[src/rtl/core/spc_pkg.sv]
// shared types and constants for the segment plane clipper
package spc_pkg;

  localparam int unsigned DistW = 64;
  localparam int unsigned RatioW = 33;
  localparam int unsigned DivSteps = 33;

  typedef enum logic [1:0] {
    CLASS_BACK  = 2'd0,
    CLASS_FRONT = 2'd1,
    CLASS_CLIP  = 2'd2
  } class_t;

  typedef enum logic [1:0] {
    REG_NORMAL_X     = 2'd0,
    REG_NORMAL_Y     = 2'd1,
    REG_NORMAL_Z     = 2'd2,
    REG_PLANE_OFFSET = 2'd3
  } reg_idx_t;

  typedef struct packed {
    logic signed [31:0] nx;
    logic signed [31:0] ny;
    logic signed [31:0] nz;
    logic signed [31:0] d;
  } plane_t;

  typedef struct packed {
    logic signed [31:0] x;
    logic signed [31:0] y;
    logic signed [31:0] z;
    logic signed [31:0] w;
  } vec4_t;

  // one segment in flight together with its classification
  typedef struct packed {
    vec4_t  a;
    vec4_t  b;
    class_t cls;
    logic   a_neg;
  } seg_t;

endpackage

[src/rtl/core/spc_lerp.sv]
// interpolation of one component, two pipeline stages
module spc_lerp (
  input  logic                        clk,
  input  logic                        en,
  input  logic signed [31:0]          a,
  input  logic signed [31:0]          b,
  input  logic [spc_pkg::RatioW-1:0]  t,
  output logic signed [31:0]          res
);

  logic signed [32:0] diff;
  logic [32:0]        mag;
  logic [65:0]        prod_r;
  logic               neg_r;
  logic signed [31:0] a_r;
  logic [33:0]        off;
  logic signed [34:0] sum;
  logic signed [31:0] res_r;

  assign diff = 33'(b) - 33'(a);
  assign mag  = diff[32] ? 33'(-diff) : 33'(diff);

  always_ff @(posedge clk) begin
    if (en) begin
      prod_r <= 66'(mag) * 66'(t);
      neg_r  <= diff[32];
      a_r    <= a;
      res_r  <= sum > 35'sd2147483647 ? 32'sh7fffffff :
                sum < -35'sd2147483648 ? 32'sh80000000 : sum[31:0];
    end
  end

  always_comb begin
    off = 34'((prod_r + 66'h80000000) >> 32);
    sum = neg_r ? 35'(a_r) - $signed({1'b0, off}) : 35'(a_r) + $signed({1'b0, off});
  end

  assign res = res_r;

endmodule

[config.mk]
export PLATFORM = sky130hd
export DESIGN_NAME = spc_lerp
export DESIGN_NICKNAME = d
export VERILOG_FILES = /design/src/rtl/core/spc_pkg.sv /design/src/rtl/core/spc_lerp.sv
export SDC_FILE = /design/constraint.sdc
export NUM_CORES = 2
export LEC_CHECK = 0
export ABC_AREA = 1
export BUFFER_PORTS_ARGS = -buffer_cell sky130_fd_sc_hd__buf_2
export CAP_MARGIN = 20
export CORE_UTILIZATION = 45
export DETAILED_ROUTE_END_ITERATION = 8
export PLACE_DENSITY = 0.58
export SLEW_MARGIN = 15
export SYNTH_ARGS = -nofsm -noshare
export SYNTH_HDL_FRONTEND = slang
export SYNTH_SLANG_ARGS = --single-unit
[constraint.sdc]
create_clock -name clk -period 10.6 [get_ports clk]
set_input_delay 0.53 -clock clk [delete_from_list [all_inputs] [get_ports clk]]
set_output_delay 0.53 -clock clk [all_outputs]
set_load 0.02 [all_outputs]
### After elaboration in Yosys (flattened, before gate mapping)

Index checks and enable logic that the tools add are counted.

* bits in writable memories: 0
* output and inout bits: 32
* ROM bits: 0
* memories: 0
* input bits: 99
* latch bits: 0
* register bits: 131

* bitwise gates (word level): 0
* div/mod/pow operators: 0
* reductions and logical operators: 0
* muxes and demuxes: 3
* $lt $le $gt $ge: 2
* shift operators: 0
* eq/ne operators: 0
* $add $sub $neg: 5
* multipliers: 1

Operators by type and width (count)
* $add A66 B32 Y66 const B: 1
* $mul A33 B33 Y66: 1
* $add A32 B35 Y35: 1
* $gt A35 B32 Y1 const B: 1
* $lt A35 B32 Y1 const B: 1
* $mux W35: 1
* $sub A32 B35 Y35: 1
* $mux W33: 1
* $neg A33 Y33: 1
* $sub A32 B32 Y33: 1
* $mux W32: 1

### Logic depth before layout (Yosys ltp)

* depth in word-level cells: 5
* depth in mapped cells: 51
* gate-level depth less buffers: 50

### Worst setup path after synthesis

OpenSTA, ideal clock, no wires.

* path type: in2reg
* start point: input port b[0]
* end point: register prod_r[62] (data pin)
* stages on the path: 43
* arrival time: 8.799 ns
* path buffers: 1
* setup time: 0.252 ns
* slack: 1.549 ns
* cells stage by stage: inv_1 ha_1 inv_1 fa_1 nand2_1 nand2_1 and2_1 a31oi_2 xor2_2 nand3_2 nor2_4 nand2_2 nor2_4 nand4_1 inv_2 nand3_2 nand2_1 nand2_2 [7 not listed] inv_1 fa_1 fa_1 fa_1 inv_1 fa_1 inv_1 ha_1 a21oi_1 o21a_1 o21a_1 nor2_1 nor2_1 nor2_1 a2111oi_0 nand2_1 nand2_1 nand2_1

* word-level cells in the longest chain between the ends: 4

RTL lines
* start: declaration: line spc_lerp.sv:6 `input logic signed [31:0] b,`
* $sub A32 B32 Y33 *: line spc_lerp.sv:20 `assign diff = 33'(b) - 33'(a);`
* $neg A33 Y33: line spc_lerp.sv:21 `assign mag = diff[32] ? 33'(-diff) : 33'(diff);`
* $mux W33 *: line spc_lerp.sv:21
* $mul A33 B33 Y66 *: line spc_lerp.sv:25 `prod_r <= 66'(mag) * 66'(t);`
* end signal: assignment: line spc_lerp.sv:25
* end: declaration: line spc_lerp.sv:13 `logic [65:0] prod_r;`

Every way passes the cells marked *; elsewhere a longest branch is shown, timed or not.
A chain may end at the register's enable or synchronous reset.

### Final worst setup path

* start point: input port b[0]
* end point: register prod_r[63] (data pin)

Same word-level chain as after synthesis.

==> impl_results.md <==
* Ratio of cells with drive above 1 in the final layout at 6.47%
* Clk Latency, worst-skew pair at 0.37 ns
* CP dominant cell by count: fa_1
* Max frequency at 0.0984 GHz
* Post-Syn Nets at 7200
* Cell Area, Synth at 45300 um^2
* Met1 GRT Util at 45.4%
* Aggregate global routing overflow at 0
* CP Launch Type: primary input
* Met2 Usage GRT at 52.2%
* Die Wd at 319 um
* FF+latch count, synth at 100
* Resized Gates After CTS at 0
* Status: complete, no violations
* Multi-input combinational cell area at 36200 um^2
* Setup TNS at 0 ns
* Clock Skew at 0.0137 ns
* Mux cell area share after synthesis at 0%
* M3 GR Usage at 5.46%
* Netlist cell types at 56
* Fin crit share at 95.8%
* Xor and xnor area share after synthesis at 2.82%
* Simple-gate share of the synthesized area at 20.3%
* Commonest non-fill, non-tap cell in the layout: inv_1
* Die H at 319 um
* Final Net Count at 7272
* Final hold vios at 0
* Commonest non-fill, non-tap cells in the layout: inv_1, nand2_1, fa_1
* GPL Wtd Cong at 1.03
* # fillers at 10200
* Worst path slowest cell: fa_1
* Seq. cell area at 3000 um^2
* Critical Path RT at 10.73 ns
* Starting Density at 45.3%
* Placed instance area at 47800 um^2
* Inserted Diodes at 0
* Initial antenna violation count at 2
* Clock sinks at 100
* Vias in the first global route at 40800
* HPWL after detailed placement at 139000 um
* Min Clock Period, post-route at 10.16 ns
* Compound-Gate Fraction of Synth Area at 5.22%
* Fin area at 48200 um^2
* Core area at 100000 um^2
* CP max FO at 9
* Worst-path clk slew at 0.08 ns
* EDFF count, synth at 100
* Busiest metal layer after global routing: met2
* Crit-path max cell delay at 0.58 ns
* RSZ-0062 raised after global routing: false
* Worst-margin pin slew at 1.15 ns
* Routed vias/inst at 5.44
* Root Buffer: clkbuf_16
* Rows at 116
* Final setup violation count at 0
* Adder-cell share of the synthesized area at 51.5%
* Leading register cell type out of synthesis: edfxtp_1
* Drt first pass iters at 5
* Final Max Tran Viols at 0
* Remaining antenna violation count at 0
* TritonCTS clock tree: built
* Mapped Cells at 5812
* Post-CTS Setup Bufs at 0
* Max_cap viols at 0
* Arrival time at the worst endpoint at 10.29 ns
* PortBufs at 130
* Syn avg cell area at 7.80 um^2
* First-pass GRT wire length at 252000 um
* Hold WC Path Type: primary input to flop
* Seq/Total Area, Yosys at 6.62%
* Hold buffers post-CTS at 0
* Drt wl/cell at 23.0 um
* Inserted Clock Buffers at 9
* Largest net degree at the start of global routing at 59
* DRT iter0 DRCs at 3218
* Total GRT Usage at 33.0%
* Setup crit end kind: flop
* Total Wirelength at 165000 um
* Num ports at 131
* YS warnings at 0
* Die ar. at 102000 um^2
* CTS H-tree lvls at 3
* Area grow syn2layout at 6.26%
* Via count at 39100
* Clock Path Buffers at 2
* Crit Path Class: primary input to flop
* Slew margin rel. at 23.2%
* DRC Markers at 0
* Main combinational cell family by area after synthesis: adder cells
* FFs w/ async S/R, synth at 0%
-- cell families (layout without fill, tap and decap cells) --
| family | count (synthesis) | count (layout) |
|---|---|---|
| adders and majority gates | 1289 | 1289 |
| DFF | 100 | 100 |
| AOI/OAI and AO/OA | 416 | 416 |
| xor gates and xnor gates | 138 | 138 |
| buffers and inverters | 1605 | 1682 |
| and+or+nand+nor | 2264 | 2264 |
-- flip-flops by register name, indices dropped and copies added, names as in the netlist --
name	cells
a_r	32
prod_r	35
neg_r	1
res	32
-- per-stage QoR --
stage / setup slack [ns] / hold WS [ns] / cells / utilization (%)
3_5_place_dp: -0.101 / 0.724 / 7170 / 47.8
2_1_floorplan: 1.55 / 0.629 / 5812 / -
5_1_grt: 0.00136 / 0.346 / 7187 / 48.2
6_report: 0.442 / 0.343 / 7187 / 48.2
4_1_cts: 0.253 / 0.335 / 7186 / 48.1
3_3_place_gp: -0.147 / 0.724 / 7170 / 47.8
-- Yosys cell counts (11+ instances only) --
library cell	count	area, um^2
inv_1	1361	5110
nand2_1	1073	4030
fa_1	959	19200
nor2_1	811	3040
ha_1	330	4130
nand3_1	217	1090
a21oi_1	191	956
clkbuf_1	133	499
o21ai_0	106	531
edfxtp_1	100	3000
xor2_1	79	692
buf_2	58	290
xnor2_1	50	438
nor3_1	47	235
nand4_1	42	263
a31oi_1	24	150
inv_2	22	82.6
o21a_1	22	165
nor2_2	17	106
nor4_1	14	87.6
a21o_1	13	97.6
clkinv_1	13	48.8
nand2_2	11	68.8
o21ai_1	11	55.1
-- worst max-delay path: cells and delay by family --
| family | cells | cell delay, ns |
|---|---|---|
| compound gates | 5 | 1.12 |
| xor+xnor | 1 | 0.21 |
| fa+ha+maj | 11 | 5.09 |
| buf+inv | 9 | 0.87 |
| simple gates | 19 | 2.41 |
-- final cells by class --
type,count,share of cell area (%)
Clock inverter,7,0.169
Tap cell,1298,3.37
Multi-Input combinational cell,4107,75.2
Inverter,1396,10.9
Sequential cell,100,6.23
Clock buffer,9,0.468
Timing Repair Buffer,270,3.68
-- final timing paths --
check	endpoint	from	slack, ns	depth (start not counted)
setup / recovery	prod_r[63]	b[0]	0.44	45
hold / removal	a_r[28]	a[28]	0.34	1
setup reg to reg	res[30]	prod_r[31]	4.13	30
hold reg to reg	res[1]	a_r[1]	0.79	3
-- routing by layer --
metal  wire, um  up-vias
li1           -    17400
met1      70200    19800
met2      74400     1597
met3      13300      317
met4       7460        4
met5         27        -
Power is left out: the tool's default activity adds up to more than one toggle a clock period on the data nets, which glitch-free logic cannot reach.
